`src/sv/shcf_pkg.sv`:
```
// Shared constants and controller/datapath interface types for the strip cluster finder.
package shcf_pkg;

	localparam int NUM_PLANES_DEF      = 32;
	localparam int STRIPS_PER_CHIP_DEF = 128;
	localparam int CHAINS_PER_SEQ_DEF  = 4;

	localparam int CHIP_W   = 3;
	localparam int STRIP_W  = 10;
	localparam int AMP_W    = 12;
	localparam int PROD_W   = STRIP_W + AMP_W;
	localparam int LEN_W    = 10;
	localparam int ENERGY_W = 24;
	localparam int WSUM_W   = 40;
	localparam int CENT_W   = 18;
	localparam int NUM_W    = WSUM_W + 9;
	localparam int CNT_W    = 6;
	localparam int IN_W     = 56;
	localparam int OUT_W    = 64;

	localparam logic [1:0] OP_SAMPLE = 2'd0;
	localparam logic [1:0] OP_LOAD   = 2'd1;
	localparam logic [1:0] OP_FLUSH  = 2'd2;

	typedef struct packed {
		logic load_item;
		logic decode;
		logic eval;
		logic update;
		logic div_step;
		logic emit;
	} cmd_t;

	typedef struct packed {
		logic bad;
		logic is_load;
		logic is_flush;
		logic sample_ok;
		logic open;
		logic need_emit;
		logic div_last;
		logic out_free;
	} status_t;

endpackage

```
`src/sv/shcf_ctrl.sv`:
```
// Controller state machine: sequences decode, threshold, cluster update, divide and emit.
module shcf_ctrl (
	input  logic            clk,
	input  logic            arst_n,
	input  logic            in_valid,
	output logic            in_ready,
	input  shcf_pkg::status_t st,
	output shcf_pkg::cmd_t  cmd
);
	import shcf_pkg::*;

	localparam logic [2:0] S_IDLE   = 3'd0;
	localparam logic [2:0] S_DECODE = 3'd1;
	localparam logic [2:0] S_THRESH = 3'd2;
	localparam logic [2:0] S_UPDATE = 3'd3;
	localparam logic [2:0] S_DIV    = 3'd4;
	localparam logic [2:0] S_EMIT   = 3'd5;

	logic [2:0] state_q, state_d;

	always_comb begin
		state_d  = state_q;
		cmd      = '0;
		in_ready = 1'b0;
		unique case (state_q)
			S_IDLE: begin
				in_ready      = 1'b1;
				cmd.load_item = in_valid;
				if (in_valid) state_d = S_DECODE;
			end
			S_DECODE: begin
				cmd.decode = 1'b1;
				priority if (st.bad || st.is_load) state_d = S_IDLE;
				else if (st.is_flush) state_d = st.open ? S_DIV : S_IDLE;
				else if (st.sample_ok) state_d = S_THRESH;
				else state_d = S_IDLE;
			end
			S_THRESH: begin
				cmd.eval = 1'b1;
				state_d  = S_UPDATE;
			end
			S_UPDATE: begin
				cmd.update = 1'b1;
				state_d    = st.need_emit ? S_DIV : S_IDLE;
			end
			S_DIV: begin
				cmd.div_step = 1'b1;
				if (st.div_last) state_d = S_EMIT;
			end
			S_EMIT: begin
				cmd.emit = st.out_free;
				if (st.out_free) state_d = S_IDLE;
			end
			default: state_d = S_IDLE;
		endcase
	end

	always_ff @(posedge clk or negedge arst_n) begin
		if (!arst_n) begin
			state_q <= S_IDLE;
		end else begin
			state_q <= state_d;
		end
	end
endmodule

```
`config.mk`:
```
export PLATFORM = sky130hd
export DESIGN_NAME = shcf_ctrl
export DESIGN_NICKNAME = d
export VERILOG_FILES = /design/src/sv/shcf_pkg.sv /design/src/sv/shcf_ctrl.sv
export SDC_FILE = /design/constraint.sdc
export NUM_CORES = 1
export LEC_CHECK = 0
export ABC_AREA = 1
export ABC_CLOCK_PERIOD_IN_PS = 2300
export CORE_AREA = 2 2 39 41
export CTS_BUF_LIST = sky130_fd_sc_hd__clkbuf_16
export DETAILED_ROUTE_END_ITERATION = 10
export DIE_AREA = 0 0 41 43
export DONT_BUFFER_PORTS = 1
export HOLD_SLACK_MARGIN = 0.08
export SETUP_SLACK_MARGIN = 0.2
export SKIP_CTS_REPAIR_TIMING = 1
export SLEW_MARGIN = 5
export SYNTH_ARGS = -nofsm -noshare
export SYNTH_HDL_FRONTEND = slang
export SYNTH_SLANG_ARGS = --single-unit
```
`constraint.sdc`:
```
create_clock -name clk -period 2.3 [get_ports clk]
set_clock_uncertainty 0.2 [all_clocks]
set_input_delay 0.46 -clock clk [delete_from_list [all_inputs] [get_ports clk]]
set_output_delay 0.46 -clock clk [all_outputs]
set_load 0.03 [all_outputs]
```
== After elaboration in Yosys (flattened, before gate mapping) ==
Index checks and enable logic that the tools add are counted.

* Register bits: 3
* Bits in latches: 0
* RAM bits: 0
* Memory bits (read-only): 0
* Output and inout port bits: 7
* Logic and storage cells: 28
* Memories: 0

* Add/subtract/negate cells: 0
* Multipliers: 0
* Divide/modulo/power cells: 0
* $lt $le $gt $ge: 0
* Eq/ne operators: 8
* Shifts and indexed selects: 0
* Mux-type cells: 16
* Bitwise operators: 0
* Reduce and logical (&&, ||, !) cells: 3

{| class="wikitable"
|+ Operators with widths
! kind !! number
|-
| 2-to-1 mux 3 bit || 7
|-
| one-hot mux 3 bit (6 select lines) || 1
|-
| 2-to-1 mux 1 bit || 7
|-
| == test 3 x 2 -> 1 bit, second input constant || 2
|-
| == test 3 bit, second input constant || 2
|-
| inequality test 2 bit, second input constant || 3
|-
| == test 3 x 1 -> 1 bit, second input constant || 1
|-
| zero test 3 bit || 1
|-
| AND reduction 3 bit || 1
|-
| 2-to-1 mux 2 bit || 1
|-
| logical OR 1 bit || 1
|}

== Depth between registers and ports, before layout ==
Gate-level depths: netlist (run 1).

* Depth in word-level cells: 4
* Gate-level depth with buffers: 7
* Gate-level depth less buffers: 7

== Worst setup path after synthesis (run 1) ==
OpenSTA, ideal clock, no wires.

* Path kind: flip-flop to output port
* Start point: register state_q[0]
* End point: output cmd[5] in the netlist's numbering
* Arrival: 1.310 ns
* Data required time: 1.640 ns
* Slack: 0.330 ns
* Stages on the path, launching flop included: 4
* Buffers on the path: 0
* Cells stage by stage: dfrtp_1 nor2_1 inv_1 nor3_1

{| class="wikitable"
|+ RTL lines
! what !! line !! source
|-
| start: declaration || shcf_ctrl.sv:19 || <nowiki>logic [2:0] state_q, state_d;</nowiki>
|-
| start signal: assignment || shcf_ctrl.sv:62 || <nowiki>state_q <= state_d;</nowiki>
|-
| end: declaration || shcf_ctrl.sv:8 || <nowiki>output shcf_pkg::cmd_t cmd</nowiki>
|}

==> key figures, run 1 <==
Outcome
  – Status: complete, no violations

Global route
  – Initial antenna violation count: 0
  – First-pass GRT wire length: 1120 um
  – All-Layer GR Usage: 0.103
  – Remaining global-route overflow: 0
  – Largest net degree at the start of global routing: 10
  – Vias in the first global route: 282

Logic synthesis
  – Mapped Cells: 44
  – Synth area leaders: dfrtp_1 (29%), inv_1 (16%), nand2_1 (13%), nor2_1 (10%), nand3_1 (7.8%)
  – Net Count, Synth: 55
  – Yosys top cell area share: 0.294
  – Synth area leader: dfrtp_1
  – Synth top cells by count: inv_1 (11), nand2_1 (9), nor2_1 (7)
  – Share of synthesized registers carrying an async set or reset: 1.00
  – Register bit total from synthesis: 3
  – Most used DFF post-synth: dfrtp_1
  – Post-synthesis sequential area ratio: 0.294
  – Post-synth EDFFs: 0
  – YS warnings: 0
  – Most frequent cell after synthesis: inv_1
  – Cell variety after synth: 13
  – Mapped Area: 255 sq um
  – Avg Synthesized Cell Area: approximately 5.8 sq um

Timing
  – Fin Setup TNS: 0 ps
  – Final hold vios: 0
  – Final min period: between 1500 and 2000 ps
  – Actual slew at the worst max-slew pin: ~550 ps
  – Finish-stage setup viols: 0
  – Setup ws final: about 320 ps
  – Worst slew margin: 0.635
  – Fin crit share: 0.862
  – Unrepaired setup endpoints after global routing: no
  – Final-report max-slew violation count: 0
  – Highest clock rate: about 500 MHz

CTS
  – Clock Latency Late Sink: 220 ps
  – TritonCTS Buffers: 3
  – Clock Tree Root: clkbuf_16
  – Clk buf depth: 2
  – H-Tree Depth: 1
  – CTS Sinks: 3
  – CTS clk-pin slew, worst paths: 30 ps
  – CTS tree: built

Power
  – Worst vdd ir: 0.462 mV
  – Power Dens Cells: 1480 nW/um^2
  – Static Leak: 0.000228 uW

Floorplanning
  – IO Pins: 18
  – Die Y-Extent: about 43 um
  – # rows: 14
  – Die width: ~41 um
  – Core Area: approximately 1400 sq um
  – Die ar.: around 1800 sq um
  – Initial Util: 0.184

Setup path
  – Worst setup EP type: output port
  – Crit path launch type: flop
  – Crit-path cells: nand3_1, nor2_1
  – Reg2reg setup slack: 810 ps
  – Arr. time, crit path: about 1300 ps
  – Worst EP required: roughly 1600 ps
  – Reg2reg path depth: 7
  – WS Path Type: reg -> out
  – CP Max Fanout: 9
  – CP max stage cell: dfrtp_1
  – Slowest cell delay on critical path: between 400 and 500 ps

Routing
  – DRT Pass-1 Iters: 5
  – Post-route ant nets: 0
  – DRT Wirelength: roughly 630 um
  – WL/cell: ~9.2 um
  – Drt initial violations: 8
  – Vias: between 200 and 300
  – Remaining DRCs: 0
  – Via/cell ratio: slightly above 4

Finish
  – Area grow syn2layout: 51.5%
  – Biggest regs: state_q (3)
  – Ant diodes: 0
  – Reg with most FFs: state_q
  – Largest register FFs: 3
  – Fill count: 159
  – Share of post-route cells with drive strength above 1: 0.154
  – Fin nets: 64

Min path
  – Hold-critical path depth: 1
  – HP Class: in -> reg

Placement
  – IO Port Bufs: 0
  – Post-DP HPWL: between 500 and 600 um
  – Worst slack at placement: roughly 550 ps
  – Global placer's final weighted congestion: 0.749

Run
  – Max cap viols: 0
==> metrics by stage <==
stage          cells  total power [uW]  hold WS, ps  cell area [sq um]   util
2_1_floorplan     44               257        -35.6                255      -
6_report          68               571          149                387  0.279
3_5_place_dp      63               303        -35.5                298  0.215
4_1_cts           67               578         -270                377  0.272
3_3_place_gp      63               303        -35.5                298  0.215
5_1_grt           68               610          149                387  0.279
==> power by group <==
group | switching [uW] | total, uW | internal [uW]
sequential | 24.5 | 93.6 | 69.1
combinational | 147 | 209 | 62.3
clock | 44.9 | 269 | 224
total | 216 | 571 | 355
==> logic make-up (layout without fill, tap and decap cells) <==
family          Yosys count  after routing  synth area share
buf+inv                  12             20             0.191
simple gates             25             25             0.422
compound gates            4              4            0.0931
flops                     3              3             0.294
==> critical path: cells and delay by family (launching register included) <==
| kind | cells | cell delay [ps] |
|---|---|---|
| simple gates | 2 | 620 |
| flops | 1 | 490 |
==> per-layer routing <==
layer,share of wire,GRT usage,up-vias
li1,-,-,150
met1,0.37,0.103,122
met2,0.56,0.144,8
met3,0.051,0.0314,2
met4,0.016,0.120,0
met5,0,0,-
==> final cells by class <==
| type | count | area, sq um | area share |
|---|---|---|---|
| clock buffer | 3 | 75.1 | 0.194 |
| clock inverter | 1 | 3.75 | 0.00971 |
| inverter | 11 | 41.3 | 0.107 |
| multi-input combinational | 29 | 131 | 0.340 |
| sequential | 3 | 75.1 | 0.194 |
| tap | 16 | 20.0 | 0.0518 |
| timing repair buffer | 5 | 40.0 | 0.104 |
==> placed cells by master (no fill, tap or decap) <==
| cell type | count |
|---|---|
| a21o_1 | 1 |
| a21oi_1 | 1 |
| buf_4 | 4 |
| clkbuf_16 | 3 |
| dfrtp_1 | 3 |
| dlygate4sd3_1 | 1 |
| inv_1 | 12 |
| nand2_1 | 9 |
| nand3_1 | 4 |
| nand4_1 | 1 |
| nor2_1 | 7 |
| nor2_2 | 1 |
| nor3_1 | 3 |
| o21ai_0 | 1 |
| o22ai_1 | 1 |
==> path summary, 6_finish.rpt <==
check,start,endpoint
max in group asynchronous,arst_n,state_q[2]
setup reg to reg,state_q[1],state_q[2]
min in group asynchronous,arst_n,state_q[1]
hold reg to reg,state_q[1],state_q[2]
hold / removal,st[0],state_q[0]
setup / recovery,state_q[2],cmd[0]
No activity file was read; power rests on OpenSTA's default activity.
==> run 2, diff against run 1 <==
--- a/config.mk
+++ b/config.mk
@@ -5,7 +5,7 @@
 export SDC_FILE = /design/constraint.sdc
 export NUM_CORES = 1
 export LEC_CHECK = 0
-export ABC_AREA = 1
+export ABC_AREA = 0
 export ABC_CLOCK_PERIOD_IN_PS = 2300
 export CORE_AREA = 2 2 39 41
 export CTS_BUF_LIST = sky130_fd_sc_hd__clkbuf_16
==> key figures, run 2 <==
Setup path
  – Crit path launch type: flop
  – Critical path buffers and inverters: 0 (unchanged)
  – WS Path Type: reg -> out
  – Reg2reg setup slack: 620 ps (-190 ps)
  – CP max stage cell: dfrtp_1
  – Arr. time, crit path: 1290 ps (-30 ps)
  – Worst R2R Start: state_q[1]
  – Worst setup EP type: output port
  – Reg2reg path depth: 4 (-3)
  – RR Endpoint: state_q[2]
  – CP Max Fanout: 8 (-1)
  – Cell family with most CP delay: simple AND/OR/NAND/NOR gates
  – Slowest cell delay on critical path: 450 ps (-40 ps)
  – Critical Path Source: state_q[1]
  – Crit-path cells: nand2b_1, nor2_2
  – Worst EP required: 1640 ps (about the same)

Min path
  – Hold Path End: state_q[1]
  – Hold-critical path depth: 1 (unchanged)
  – Hold Startpoint: st[4]
  – HP Class: in -> reg

Logic synthesis
  – Net Count, Synth: 37 (-33%)
  – Mapped Cells: 26 (-41%)
  – Mapped Area: 262 sq um (+2.5%)
  – Yosys top cell area share: 0.287 (-0.00704)
  – Synth area leaders: dfrtp_1 (29%), nor3b_2 (9.6%), a221oi_2 (5.7%), and2_1 (4.8%), o22ai_2 (4.8%)
  – Post-synthesis sequential area ratio: 0.287 (-0.00704)
  – Post-synth EDFFs: 0 (unchanged)
  – Cell variety after synth: 19 (+6)
  – Avg Synthesized Cell Area: 10.1 sq um (+73%)
  – Register bit total from synthesis: 3 (unchanged)
  – Most used DFF post-synth: dfrtp_1
  – Synth area leader: dfrtp_1
  – Share of synthesized registers carrying an async set or reset: 1.00 (unchanged)
  – YS warnings: 0 (unchanged)
  – Most frequent cell after synthesis: dfrtp_1

Routing
  – Wl on met1: 296 um (+27%)
  – DRT Wirelength: 658 um (+5.1%)
  – Post-route ant nets: 0 (unchanged)
  – Via/cell ratio: 4.61 (+11%)
  – Top Metal Used: met3
  – Vias: 226 (-20%)
  – WL met2: 273 um (-22%)
  – WL/cell: 13.4 um (+46%)
  – Drt initial violations: 6 (-2)
  – Routed wl met3: 87 um (+170%)
  – Remaining DRCs: 0 (unchanged)
  – DRT Pass-1 Iters: 2 (-3)

Placement
  – Worst slack at placement: 591 ps (+42.3 ps)
  – Global placer's final weighted congestion: 0.608 (-19%)
  – IO Port Bufs: 0 (unchanged)
  – Post-DP HPWL: 489 um (-6.4%)
  – Placed inst area: 298 sq um (unchanged)

Timing
  – Highest clock rate: 513 MHz (+1.7%)
  – Final min period: 1950 ps (-34.0 ps)
  – Actual slew at the worst max-slew pin: 446 ps (-99.7 ps)
  – Final-report max-slew violation count: 0 (unchanged)
  – Unrepaired setup endpoints after global routing: no
  – Finish-stage setup viols: 0 (unchanged)
  – Worst slew margin: 0.702 (+0.0675)
  – Fin Setup TNS: 0 ps (unchanged)
  – Setup ws final: 350 ps (+34.0 ps)
  – Fin crit share: 0.848 (-0.0148)
  – Final hold vios: 0 (unchanged)

Finish
  – Layout Utilization: 0.279 (unchanged)
  – Share of post-route cells with drive strength above 1: 0.485 (+0.331)
  – Finished Cell Area: 387 sq um (unchanged)
  – Reg area: 75.1 sq um (unchanged)
  – Ant diodes: 0 (unchanged)
  – Largest register FFs: 3 (unchanged)
  – Fin nets: 45 (-30%)
  – Biggest regs: state_q (3)
  – Area occupied by multi-input gates: 173 sq um (+31%)
  – Reg with most FFs: state_q
  – Fill count: 144 (-9.4%)
  – Most frequent cells in the layout: inv_1 (3), clkbuf_16 (3), buf_4 (3), dfrtp_1 (3)
  – Area grow syn2layout: 47.8%

Global route
  – First-pass GRT wire length: 917 um (-18%)
  – Initial antenna violation count: 0 (unchanged)
  – Remaining global-route overflow: 0 (unchanged)
  – Largest net degree at the start of global routing: 11 (+1)
  – All-Layer GR Usage: 0.0825 (-0.0200)
  – Vias in the first global route: 217 (-23%)

Power
  – Worst vdd ir: 0.432 mV (-6.5%)
  – Power Dens Cells: 1500 nW/um^2 (+1.7%)
  – Static Leak: 0.000172 uW (-24%)

Floorplanning
  – Die width: 41 um (unchanged)
  – # rows: 14 (unchanged)
  – IO Pins: 18 (unchanged)
  – Initial Util: 0.189 (+0.00452)
  – Core Area: 1380 sq um (unchanged)
  – Die Y-Extent: 43 um (unchanged)
  – Die ar.: 1760 sq um (unchanged)

CTS
  – CTS Sinks: 3 (unchanged)
  – CTS clk-pin slew, worst paths: 30 ps (about the same)
  – TritonCTS Buffers: 3 (unchanged)
  – Clock Latency Late Sink: 220 ps (about the same)
  – H-Tree Depth: 1 (unchanged)
  – CTS tree: built
  – Clock Tree Root: clkbuf_16
  – Clk buf depth: 2 (unchanged)

Run
  – Max cap viols: 0 (unchanged)

Outcome
  – Status: complete, no violations
-- run 2: cell types whose count changed after synthesis, sizes merged, moves of 2 or more --
cell,delta
inv,-9
nand2,-9
nor2,-5
nand3,-4
nor3b,+3
and2,+2
-- run 2: cell type report --
class,count,share of cell area
clock buffers,3,0.194
clock inverters,1,0.00971
inverters,2,0.0194
multi-input cells,20,0.447
flip-flops and latches,3,0.194
well taps,16,0.0518
repair buffers,4,0.0841
-- run 2: where the power goes --
part,switching (uW),internal (uW)
clock network,47.3,224
registers,38.3,67.3
logic,116,87.6
total,202,379
-- run 2: per-layer routing --
layer  GRT usage  vias up
met4      0.0800        0
met1       0.120      100
met2      0.0813       17
li1            -      109
met5           0        -
met3      0.0366        0
-- run 2: worst max-delay path by stage --
stage	slack, ps	cells after the start	endpoint
floorplan	320	3	cmd[5]
global placement	630	2	cmd[1]
detailed placement	590	2	cmd[1]
CTS	350	2	cmd[1]
global route	290	2	cmd[1]
finish	350	2	cmd[1]
-- run 2: metrics by stage --
stage	power (uW)	cells	hold slack [ps]
after floorplan	276	26	-35.6
after global placement	309	44	-35.5
after detailed placement	309	44	-35.5
after CTS	586	48	-270
after global routing	610	49	204
final	581	49	196
-- run 2: logic make-up (layout without fill, tap and decap cells) --
family,Yosys count,count (layout),share of synthesized area
buffers and inverters,3,10,0.0718
AOI/OAI and AO/OA,5,5,0.191
DFF,3,3,0.287
muxes,2,2,0.0813
and+or+nand+nor,13,13,0.368
